===== config.mk =====
export PLATFORM = sky130hd
export DESIGN_NAME = hash_to_dynamic_code
export DESIGN_NICKNAME = d
export VERILOG_FILES = /design/src/rtl/hdc_pkg.sv /design/src/rtl/hdc_datapath.sv /design/src/rtl/hdc_ctrl.sv /design/src/rtl/hash_to_dynamic_code.sv
export SDC_FILE = /design/constraint.sdc
export NUM_CORES = 2
export LEC_CHECK = 0
export BUFFER_PORTS_ARGS = -buffer_cell sky130_fd_sc_hd__buf_2
export CAP_MARGIN = 20
export CELL_PAD_IN_SITES_DETAIL_PLACEMENT = 0
export CELL_PAD_IN_SITES_GLOBAL_PLACEMENT = 1
export CORE_MARGIN = 2
export CORE_UTILIZATION = 40
export DETAILED_ROUTE_END_ITERATION = 10
export MAX_ROUTING_LAYER = met4
export PLACE_DENSITY = 0.72
export SLEW_MARGIN = 20
export SYNTH_ARGS = -nofsm -noshare
export SYNTH_HDL_FRONTEND = slang
export SYNTH_SLANG_ARGS = --single-unit

===== constraint.sdc =====
create_clock -name clk_i -period 16.38 [get_ports clk_i]
set_input_delay 3.276 -clock clk_i [delete_from_list [all_inputs] [get_ports clk_i]]
set_output_delay 3.276 -clock clk_i [all_outputs]
set_load 0.02 [all_outputs]

===== src/rtl/hdc_pkg.sv =====
// ----------------------------------------------------------------------------
// Dynamic code package
// Types, constants and bound tables shared by the dynamic code block.
// ----------------------------------------------------------------------------
package hdc_pkg;

  localparam int unsigned SUM_W     = 64;
  localparam int unsigned CODE_W    = 40;
  localparam int unsigned REM_W     = CODE_W + 1;
  localparam int unsigned HALF_W    = SUM_W / 2;
  localparam int unsigned ACC_W     = SUM_W + REM_W;
  localparam int unsigned DIGITS_W  = 4;
  localparam int unsigned MOD_STEPS = 9;
  localparam int unsigned CNT_W     = $clog2(MOD_STEPS);
  localparam int unsigned ADDR_W    = 3;
  localparam int unsigned DATA_W    = 32;

  localparam logic [CNT_W-1:0]    CNT_LAST       = CNT_W'(MOD_STEPS - 1);
  localparam logic [DIGITS_W-1:0] DIGITS_RESET   = 4'd8;
  localparam logic                REG_CODE_DIGITS = 1'b0;

  localparam logic [CNT_W-1:0] STEP_QUO_LL  = CNT_W'(0);
  localparam logic [CNT_W-1:0] STEP_QUO_LH  = CNT_W'(1);
  localparam logic [CNT_W-1:0] STEP_QUO_HL  = CNT_W'(2);
  localparam logic [CNT_W-1:0] STEP_QUO_HH  = CNT_W'(3);
  localparam logic [CNT_W-1:0] STEP_BACK_LL = CNT_W'(4);
  localparam logic [CNT_W-1:0] STEP_BACK_LH = CNT_W'(5);
  localparam logic [CNT_W-1:0] STEP_BACK_HL = CNT_W'(6);
  localparam logic [CNT_W-1:0] STEP_SUB     = CNT_W'(7);
  localparam logic [CNT_W-1:0] STEP_FIX     = CNT_W'(8);

  // Reciprocals of the upper primes, scaled by two to the power of the sum
  // width and rounded down.
  localparam logic [SUM_W:0]   SUM_RANGE = {1'b1, {SUM_W{1'b0}}};
  localparam logic [SUM_W-1:0] RECIP_6   = SUM_W'(SUM_RANGE / 40'd899981);
  localparam logic [SUM_W-1:0] RECIP_8   = SUM_W'(SUM_RANGE / 40'd89999969);
  localparam logic [SUM_W-1:0] RECIP_10  = SUM_W'(SUM_RANGE / 40'd8999999929);
  localparam logic [SUM_W-1:0] RECIP_12  = SUM_W'(SUM_RANGE / 40'd899999999981);

  typedef enum logic [1:0] {
    STATUS_OK    = 2'd0,
    STATUS_RANGE = 2'd1,
    STATUS_UNSUP = 2'd2
  } status_e;

  typedef enum logic [1:0] {
    ST_IDLE = 2'd0,
    ST_MOD  = 2'd1,
    ST_DONE = 2'd2
  } state_e;

  typedef struct packed {
    logic [7:0] data_byte;
    logic       last_byte;
  } in_t;

  typedef struct packed {
    logic [CODE_W-1:0] code_value;
    logic [1:0]        status;
  } out_t;

  typedef struct packed {
    logic hash_en;
    logic mod_step;
    logic out_load;
  } ctrl_cmd_t;

  typedef struct packed {
    logic mod_done;
  } dp_stat_t;

  function automatic status_e status_of(input logic [DIGITS_W-1:0] digits);
    status_e st;
    if (!(digits inside {[4'd4:4'd12]})) begin
      st = STATUS_RANGE;
    end else if (digits inside {4'd6, 4'd8, 4'd10, 4'd12}) begin
      st = STATUS_OK;
    end else begin
      st = STATUS_UNSUP;
    end
    return st;
  endfunction

  function automatic logic [CODE_W-1:0] lower_bound(input logic [DIGITS_W-1:0] digits);
    logic [CODE_W-1:0] lo;
    case (digits)
      4'd6:    lo = 40'd100003;
      4'd8:    lo = 40'd10000019;
      4'd10:   lo = 40'd1000000007;
      4'd12:   lo = 40'd100000000003;
      default: lo = '0;
    endcase
    return lo;
  endfunction

  function automatic logic [CODE_W-1:0] upper_bound(input logic [DIGITS_W-1:0] digits);
    logic [CODE_W-1:0] hi;
    case (digits)
      4'd6:    hi = 40'd899981;
      4'd8:    hi = 40'd89999969;
      4'd10:   hi = 40'd8999999929;
      4'd12:   hi = 40'd899999999981;
      default: hi = 40'd1;
    endcase
    return hi;
  endfunction

  function automatic logic [SUM_W-1:0] recip_of(input logic [DIGITS_W-1:0] digits);
    logic [SUM_W-1:0] m;
    case (digits)
      4'd6:    m = RECIP_6;
      4'd8:    m = RECIP_8;
      4'd10:   m = RECIP_10;
      4'd12:   m = RECIP_12;
      default: m = '0;
    endcase
    return m;
  endfunction

endpackage


===== src/rtl/hdc_datapath.sv =====
// ----------------------------------------------------------------------------
// Dynamic code datapath
// Running hash, multi-cycle reciprocal remainder unit and output register.
// ----------------------------------------------------------------------------
module hdc_datapath import hdc_pkg::*; (
  input  logic                clk_i,
  input  logic                rst_ni,
  input  ctrl_cmd_t           cmd_i,
  input  in_t                 in_data_i,
  input  logic [DIGITS_W-1:0] code_digits_i,
  output dp_stat_t            stat_o,
  output out_t                out_data_o
);

  logic [SUM_W-1:0]  hash_sum_q, hash_sum_d;
  logic [SUM_W-1:0]  div_q, div_d;
  logic [ACC_W-1:0]  acc_q, acc_d;
  logic [REM_W-1:0]  rem_q, rem_d;
  logic [CNT_W-1:0]  cnt_q, cnt_d;
  out_t              out_q, out_d;

  logic [SUM_W-1:0]  next_sum;
  logic [SUM_W-1:0]  recip;
  logic [HALF_W-1:0] mul_a;
  logic [HALF_W-1:0] mul_b;
  logic [SUM_W-1:0]  mul_p;
  logic [CODE_W-1:0] hi;
  logic [CODE_W-1:0] lo;
  status_e           st;

  assign hi    = upper_bound(code_digits_i);
  assign lo    = lower_bound(code_digits_i);
  assign st    = status_of(code_digits_i);
  assign recip = recip_of(code_digits_i);

  // Multiplication by 257 is a shift by eight plus the sum itself.
  assign next_sum  = {hash_sum_q[SUM_W-9:0], 8'd0} + hash_sum_q
                   + {{(SUM_W-8){1'b0}}, in_data_i.data_byte};

  // The quotient estimate is the sum times the scaled reciprocal, shifted down
  // by the sum width; it is at most one below the true quotient, so the
  // remainder taken modulo two to the power of REM_W needs one final correction.
  assign mul_p = SUM_W'(mul_a) * SUM_W'(mul_b);

  always_comb begin
    mul_a = div_q[HALF_W-1:0];
    mul_b = recip[HALF_W-1:0];
    case (cnt_q)
      STEP_QUO_LH: begin
        mul_b = recip[SUM_W-1:HALF_W];
      end
      STEP_QUO_HL: begin
        mul_a = div_q[SUM_W-1:HALF_W];
      end
      STEP_QUO_HH: begin
        mul_a = div_q[SUM_W-1:HALF_W];
        mul_b = recip[SUM_W-1:HALF_W];
      end
      STEP_BACK_LL: begin
        mul_a = acc_q[SUM_W+HALF_W-1:SUM_W];
        mul_b = hi[HALF_W-1:0];
      end
      STEP_BACK_LH: begin
        mul_a = acc_q[SUM_W+HALF_W-1:SUM_W];
        mul_b = HALF_W'(hi[CODE_W-1:HALF_W]);
      end
      STEP_BACK_HL: begin
        mul_a = HALF_W'(acc_q[ACC_W-1:SUM_W+HALF_W]);
        mul_b = hi[HALF_W-1:0];
      end
      default: begin
        mul_a = div_q[HALF_W-1:0];
      end
    endcase
  end

  always_comb begin
    hash_sum_d = hash_sum_q;
    div_d      = div_q;
    acc_d      = acc_q;
    rem_d      = rem_q;
    cnt_d      = cnt_q;
    out_d      = out_q;
    if (cmd_i.hash_en) begin
      if (in_data_i.last_byte) begin
        hash_sum_d = '0;
        div_d      = next_sum;
        rem_d      = '0;
        cnt_d      = '0;
      end else begin
        hash_sum_d = next_sum;
      end
    end
    if (cmd_i.mod_step) begin
      case (cnt_q)
        STEP_QUO_LL: begin
          acc_d = ACC_W'(mul_p);
        end
        STEP_QUO_LH, STEP_QUO_HL: begin
          acc_d = acc_q + ACC_W'({mul_p, {HALF_W{1'b0}}});
        end
        STEP_QUO_HH: begin
          acc_d = acc_q + {mul_p[REM_W-1:0], {SUM_W{1'b0}}};
        end
        STEP_BACK_LL: begin
          rem_d = mul_p[REM_W-1:0];
        end
        STEP_BACK_LH, STEP_BACK_HL: begin
          rem_d = rem_q + {mul_p[REM_W-HALF_W-1:0], {HALF_W{1'b0}}};
        end
        STEP_SUB: begin
          rem_d = div_q[REM_W-1:0] - rem_q;
        end
        STEP_FIX: begin
          if (rem_q >= {1'b0, hi}) begin
            rem_d = rem_q - {1'b0, hi};
          end
        end
        default: begin
          acc_d = acc_q;
        end
      endcase
      cnt_d = cnt_q + 1'b1;
    end
    if (cmd_i.out_load) begin
      out_d.status     = st;
      out_d.code_value = (st == STATUS_OK) ? rem_q[CODE_W-1:0] + lo : '0;
    end
  end

  always_ff @(posedge clk_i or negedge rst_ni) begin
    if (!rst_ni) begin
      hash_sum_q <= '0;
      cnt_q      <= '0;
    end else begin
      hash_sum_q <= hash_sum_d;
      cnt_q      <= cnt_d;
    end
  end

  always_ff @(posedge clk_i) begin
    div_q <= div_d;
    acc_q <= acc_d;
    rem_q <= rem_d;
    out_q <= out_d;
  end

  assign stat_o.mod_done = (cnt_q == CNT_LAST);
  assign out_data_o      = out_q;

endmodule


===== src/rtl/hdc_ctrl.sv =====
// ----------------------------------------------------------------------------
// Dynamic code controller
// Sequences byte intake, the remainder pass and the output handshake.
// ----------------------------------------------------------------------------
module hdc_ctrl import hdc_pkg::*; (
  input  logic      clk_i,
  input  logic      rst_ni,
  input  logic      in_valid_i,
  input  logic      in_last_i,
  input  logic      out_stall_i,
  input  dp_stat_t  stat_i,
  output ctrl_cmd_t cmd_o,
  output logic      in_stall_o,
  output logic      out_valid_o
);

  state_e state_q, state_d;
  logic   out_valid_q, out_valid_d;

  always_ff @(posedge clk_i or negedge rst_ni) begin
    if (!rst_ni) begin
      state_q     <= ST_IDLE;
      out_valid_q <= 1'b0;
    end else begin
      state_q     <= state_d;
      out_valid_q <= out_valid_d;
    end
  end

  always_comb begin
    state_d     = state_q;
    cmd_o       = '0;
    in_stall_o  = 1'b1;
    out_valid_d = out_valid_q && out_stall_i;
    case (state_q)
      ST_IDLE: begin
        in_stall_o    = 1'b0;
        cmd_o.hash_en = in_valid_i;
        if (in_valid_i && in_last_i) begin
          state_d = ST_MOD;
        end
      end
      ST_MOD: begin
        cmd_o.mod_step = 1'b1;
        if (stat_i.mod_done) begin
          state_d = ST_DONE;
        end
      end
      ST_DONE: begin
        if (!out_valid_q || !out_stall_i) begin
          cmd_o.out_load = 1'b1;
          out_valid_d    = 1'b1;
          state_d        = ST_IDLE;
        end
      end
      default: begin
        state_d = ST_IDLE;
      end
    endcase
  end

  assign out_valid_o = out_valid_q;

endmodule


===== src/rtl/hash_to_dynamic_code.sv =====
// ----------------------------------------------------------------------------
// Dynamic code generator
// Rolling base-257 hash of a byte stream, reduced to a decimal code.
// ----------------------------------------------------------------------------
// The input channel carries one message byte per transaction together with a
// flag that marks the final byte. Bytes that are not final are taken one per
// cycle. A final byte closes the message: the sum is reduced modulo the upper
// prime by a reciprocal multiplication on one shared 32 by 32 bit multiplier,
// which forms the quotient estimate from partial products, multiplies it back
// by the prime, subtracts that from the sum and corrects the remainder once;
// the output register is then loaded when it is free. The input is stalled
// after a final byte until that load, and the code is then valid on the
// output channel. The code width is set by the code_digits register on the
// APB port, which resets to eight and should be written only while the block
// is idle. Reset clears the running sum and drops any pending result. While
// the receiver stalls, the result is held in the output register and the next
// message may be taken in full and reduced; its code then waits, with the
// input stalled, until the held result has been taken.
// ----------------------------------------------------------------------------
module hash_to_dynamic_code import hdc_pkg::*; (
  input  logic              clk_i,
  input  logic              rst_ni,
  input  logic              in_valid_i,
  output logic              in_stall_o,
  input  in_t               in_data_i,
  output logic              out_valid_o,
  input  logic              out_stall_i,
  output out_t              out_data_o,
  input  logic              psel,
  input  logic              penable,
  input  logic              pwrite,
  input  logic [ADDR_W-1:0] paddr,
  input  logic [DATA_W-1:0] pwdata,
  output logic [DATA_W-1:0] prdata,
  output logic              pready
);

  logic [DIGITS_W-1:0] code_digits_q, code_digits_d;
  logic                reg_sel;
  ctrl_cmd_t           cmd;
  dp_stat_t            stat;

  assign reg_sel = (paddr[ADDR_W-1] == REG_CODE_DIGITS);
  assign pready  = 1'b1;
  assign prdata  = reg_sel ? {{(DATA_W-DIGITS_W){1'b0}}, code_digits_q} : '0;

  always_comb begin
    code_digits_d = code_digits_q;
    if (psel && penable && pwrite && reg_sel) begin
      code_digits_d = pwdata[DIGITS_W-1:0];
    end
  end

  always_ff @(posedge clk_i or negedge rst_ni) begin
    if (!rst_ni) begin
      code_digits_q <= DIGITS_RESET;
    end else begin
      code_digits_q <= code_digits_d;
    end
  end

  hdc_ctrl u_ctrl (
    .clk_i       (clk_i),
    .rst_ni      (rst_ni),
    .in_valid_i  (in_valid_i),
    .in_last_i   (in_data_i.last_byte),
    .out_stall_i (out_stall_i),
    .stat_i      (stat),
    .cmd_o       (cmd),
    .in_stall_o  (in_stall_o),
    .out_valid_o (out_valid_o)
  );

  hdc_datapath u_datapath (
    .clk_i         (clk_i),
    .rst_ni        (rst_ni),
    .cmd_i         (cmd),
    .in_data_i     (in_data_i),
    .code_digits_i (code_digits_q),
    .stat_o        (stat),
    .out_data_o    (out_data_o)
  );

`ifndef NO_ASSERTIONS
  a_ok_nonzero : assert property (@(posedge clk_i) disable iff (!rst_ni)
    out_valid_o && (out_data_o.status == STATUS_OK) |-> out_data_o.code_value != '0)
    else $error("Successful code of zero.");

  a_err_zero : assert property (@(posedge clk_i) disable iff (!rst_ni)
    out_valid_o && (out_data_o.status != STATUS_OK) |-> out_data_o.code_value == '0)
    else $error("Failed code carries a value.");

  a_last_blocks : assert property (@(posedge clk_i) disable iff (!rst_ni)
    in_valid_i && !in_stall_o && in_data_i.last_byte |=> in_stall_o)
    else $error("Input not stalled during the remainder pass.");

  a_result_time : assert property (@(posedge clk_i) disable iff (!rst_ni)
    in_valid_i && !in_stall_o && in_data_i.last_byte && !out_valid_o |-> ##11 out_valid_o)
    else $error("Result missing after the remainder pass.");
`endif

endmodule

==> impl_results.rst <==
.. list-table::
   :header-rows: 1

   * - Metric
     - Value
   * - Combined global-route utilization of all metal layers
     - 31.7%
   * - Longest individual stage delay on the worst path
     - roughly 0.76 ns
   * - Largest fanout on the critical path
     - 18
   * - Average wire per standard cell
     - between 20 and 30 um
   * - Max Fclk
     - approximately 0.07 GHz
   * - Met1 demand-to-capacity share in global routing
     - 41.9%
   * - Clk Tree Root Cell
     - clkbuf_16
   * - Total of buffers placed on input and output ports
     - 68
   * - Bufs and invs on worst path
     - 7
   * - Starting DRT DRC Count
     - approximately 5200
   * - Post-CTS sizing
     - 0
   * - Layout cells sized above 1
     - 6.23%
   * - Initial Utilization
     - roughly 40%
   * - Clk pin slew, worst setup/hold paths
     - ~0.080 ns
   * - Slowest stage cell on the critical path
     - nor2_1
   * - Final critical delay including setup and external delays
     - 14.30 ns
   * - Net total in the final layout
     - between 8000 and 9000
   * - Relative slew slack
     - 19.5%
   * - Most heavily used metal layer in global routing
     - met2
   * - Worst hold path class
     - flip-flop to flip-flop
   * - Final TNS setup
     - 0 ns
   * - Slew at the pin closest to its max-slew limit
     - 1.21 ns
   * - Number of maximum-capacitance constraint violations
     - 0
   * - Die W
     - 395 um
   * - Clk buf depth
     - 3
   * - M2 GR Usage
     - around 48%
   * - Hold_buf cts
     - 0
   * - Placer congestion estimate
     - roughly 1
   * - Worst Setup End Kind
     - flip-flop
   * - Count of synthesis-stage warnings from yosys
     - 0
   * - Pin count of the biggest net entering global routing
     - 72
   * - Number of enable flip-flop cells after synthesis
     - between 200 and 250
   * - Avg Synthesized Cell Area
     - 8.55 um2
   * - Number of antenna-violating nets in the routed design
     - 0
   * - Post-detailed-route via-to-cell ratio
     - 5.82
   * - Number of instances in the placed design
     - 9092
   * - Mapped Area
     - 61200 um2
   * - Count of unresolved DRC violations after routing
     - 0
   * - Height of the die
     - 395 um
   * - Global-route wire length before repair
     - about 360 mm
   * - Number of ports placed on the die boundary
     - 128
   * - Routed WL
     - around 240 mm
   * - Initial antenna violation count
     - 8
   * - Die area
     - approximately 160000 um2
   * - H-tree Lvls
     - 2
   * - Skew-Pair Late Insertion Delay
     - 0.64 ns
   * - Detailed placement HPWL
     - about 200 mm
   * - Sum of overflow across all layers after global routing
     - 0
   * - Maximum clock skew at final layout
     - 0.0675 ns
   * - Final setup violation count
     - 0
   * - Instance count of the mapped netlist
     - 7158
   * - Count of endpoints failing hold in the final timing report
     - 0
   * - Minimum setup slack in the final design
     - between 2 and 2.5 ns
   * - Library cells used by synthesis
     - 106
   * - Dominant register cell in the synthesized netlist
     - edfxtp_1
   * - Core Footprint
     - 152000 um2
   * - RSZ-0062 raised after global routing
     - no
   * - Met3 usage in global routing
     - 4.70%
   * - Number of synthesized register bits
     - 295
   * - Pins over their slew limit
     - 0
   * - Clock tree from TritonCTS
     - yes
   * - Number of placement rows
     - between 100 and 150
   * - Top cell by count, worst path
     - fa_1
   * - Vias after detailed routing
     - 53400
   * - Final clock period utilization by the worst path
     - a little under 90%
   * - Pre-CTS setup slack
     - 2.46 ns
   * - Outcome
     - complete, no violations
   * - Fraction of registers with async set/reset
     - 25.4%
   * - Classification of the worst setup path
     - flip-flop to flip-flop
   * - Data arrival time of the critical path
     - approximately 15 ns
   * - Fraction of the yosys area taken by sequential cells
     - about 14%
   * - Family with the most delay on the worst path
     - adder cells
   * - Area growth syn-to-layout
     - 7.37%
   * - Total clock buffers created by CTS
     - 39
   * - Number of clock sinks
     - 295
   * - Non-filler instance count after layout
     - 9173
   * - Number of optimization iterations in the first detailed-route pass
     - 7
   * - Kind of launch point of the worst setup path
     - flip-flop
   * - Vias in the first global route
     - 53800
   * - Count of buffers added by post-CTS timing repair for setup
     - 0
   * - Share of the core filled with cells
     - 43.3%
   * - Worst Path Required
     - 16.69 ns
cell usage after synthesis, drive strengths merged (74+ instances only):
library cell    n  area, um2
xor2          110        963
xnor2         206       1800
nand3         106        531
fa            902      18100
a21o          162       1220
nor2          771       2900
a21oi         376       1890
nand2         864       3240
nor3           79        395
dfrtp          74       1850
clkbuf        314       1180
inv           999       3750
ha            551       6890
o21ai         274       1380
edfxtp        211       6340
final timing paths:
path                                                        from                                    end  slack, ns  depth (start not counted)
setup reg to reg                    code_digits_q[0]$_DFFE_PN0P_         u_datapath.acc_q[98]$_DFFE_PP_       2.08                         43
min in group asynchronous                                 rst_ni  u_datapath.hash_sum_q[31]$_DFFE_PN0P_       2.66                          1
hold / removal             u_datapath.hash_sum_q[59]$_DFFE_PN0P_  u_datapath.hash_sum_q[59]$_DFFE_PN0P_       0.51                          1
setup / recovery                    code_digits_q[0]$_DFFE_PN0P_         u_datapath.acc_q[98]$_DFFE_PP_       2.08                         43
max in group asynchronous                                 rst_ni           code_digits_q[1]$_DFFE_PN0P_      12.61                          2
hold reg to reg            u_datapath.hash_sum_q[59]$_DFFE_PN0P_  u_datapath.hash_sum_q[59]$_DFFE_PN0P_       0.51                          1
metrics by stage:
| step | hold WS [ns] | instance area (um2) |
|---|---|---|
| after floorplan | 0.471 | 61300 |
| after global placement | 0.496 | 64400 |
| after detailed placement | 0.498 | 64400 |
| after CTS | 0.516 | 65600 |
| after global routing | 0.526 | 65700 |
| final | 0.514 | 65700 |
cell families after synthesis:
| kind of cell | after synthesis | synth area share (%) |
|---|---|---|
| xor+xnor | 316 | 4.52 |
| buf+inv | 1376 | 8.67 |
| mux | 14 | 0.239 |
| simple gates | 2211 | 15.7 |
| other cells | 2 | 0.0123 |
| fa+ha+maj | 1453 | 40.8 |
| flops | 295 | 13.7 |
| compound gates | 1491 | 16.4 |
cell type report:
class	instances	area, um2
flip-flops and latches	295	8400
fillers	15300	86200
diodes	5	12.5
clock inverters	22	216
repair buffers	256	1790
inverters	1001	3760
multi-input cells	5514	48000
clock buffers	50	1030
well taps	2030	2540
layer usage:
metal  part of all wire [%]  up-vias
met3                    8.0      481
met1                     42    27000
met2                     44     2200
met4                    5.6        0
met5                      0        -
li1                       -    23700
flip-flops by register name (all words and copies together), names as in the netlist:
signal / flops
code_digits_q: 4
u_ctrl.out_valid_o: 1
u_ctrl.state_q: 2
u_datapath.acc_q: 73
u_datapath.cnt_q: 4
u_datapath.div_q: 64
u_datapath.hash_sum_q: 64
u_datapath.out_data_o: 42
u_datapath.rem_q: 41
cell usage in the layout, fill, tap and decap left out, types with 184 or more instances in the layout:
| cell type | synthesis | layout |
|---|---|---|
| edfxtp_1 | 211 | 211 |
| nand2_1 | 864 | 859 |
| ha_1 | 551 | 551 |
| fa_1 | 902 | 902 |
| inv_1 | 997 | 997 |
| a21oi_1 | 373 | 366 |
| buf_4 | 29 | 184 |
| o21ai_0 | 246 | 238 |
| nor2_1 | 770 | 761 |
| xnor2_1 | 206 | 200 |
Power is not shown: default switching activity piles up to over one toggle a cycle in this logic, so the estimate is an artifact.
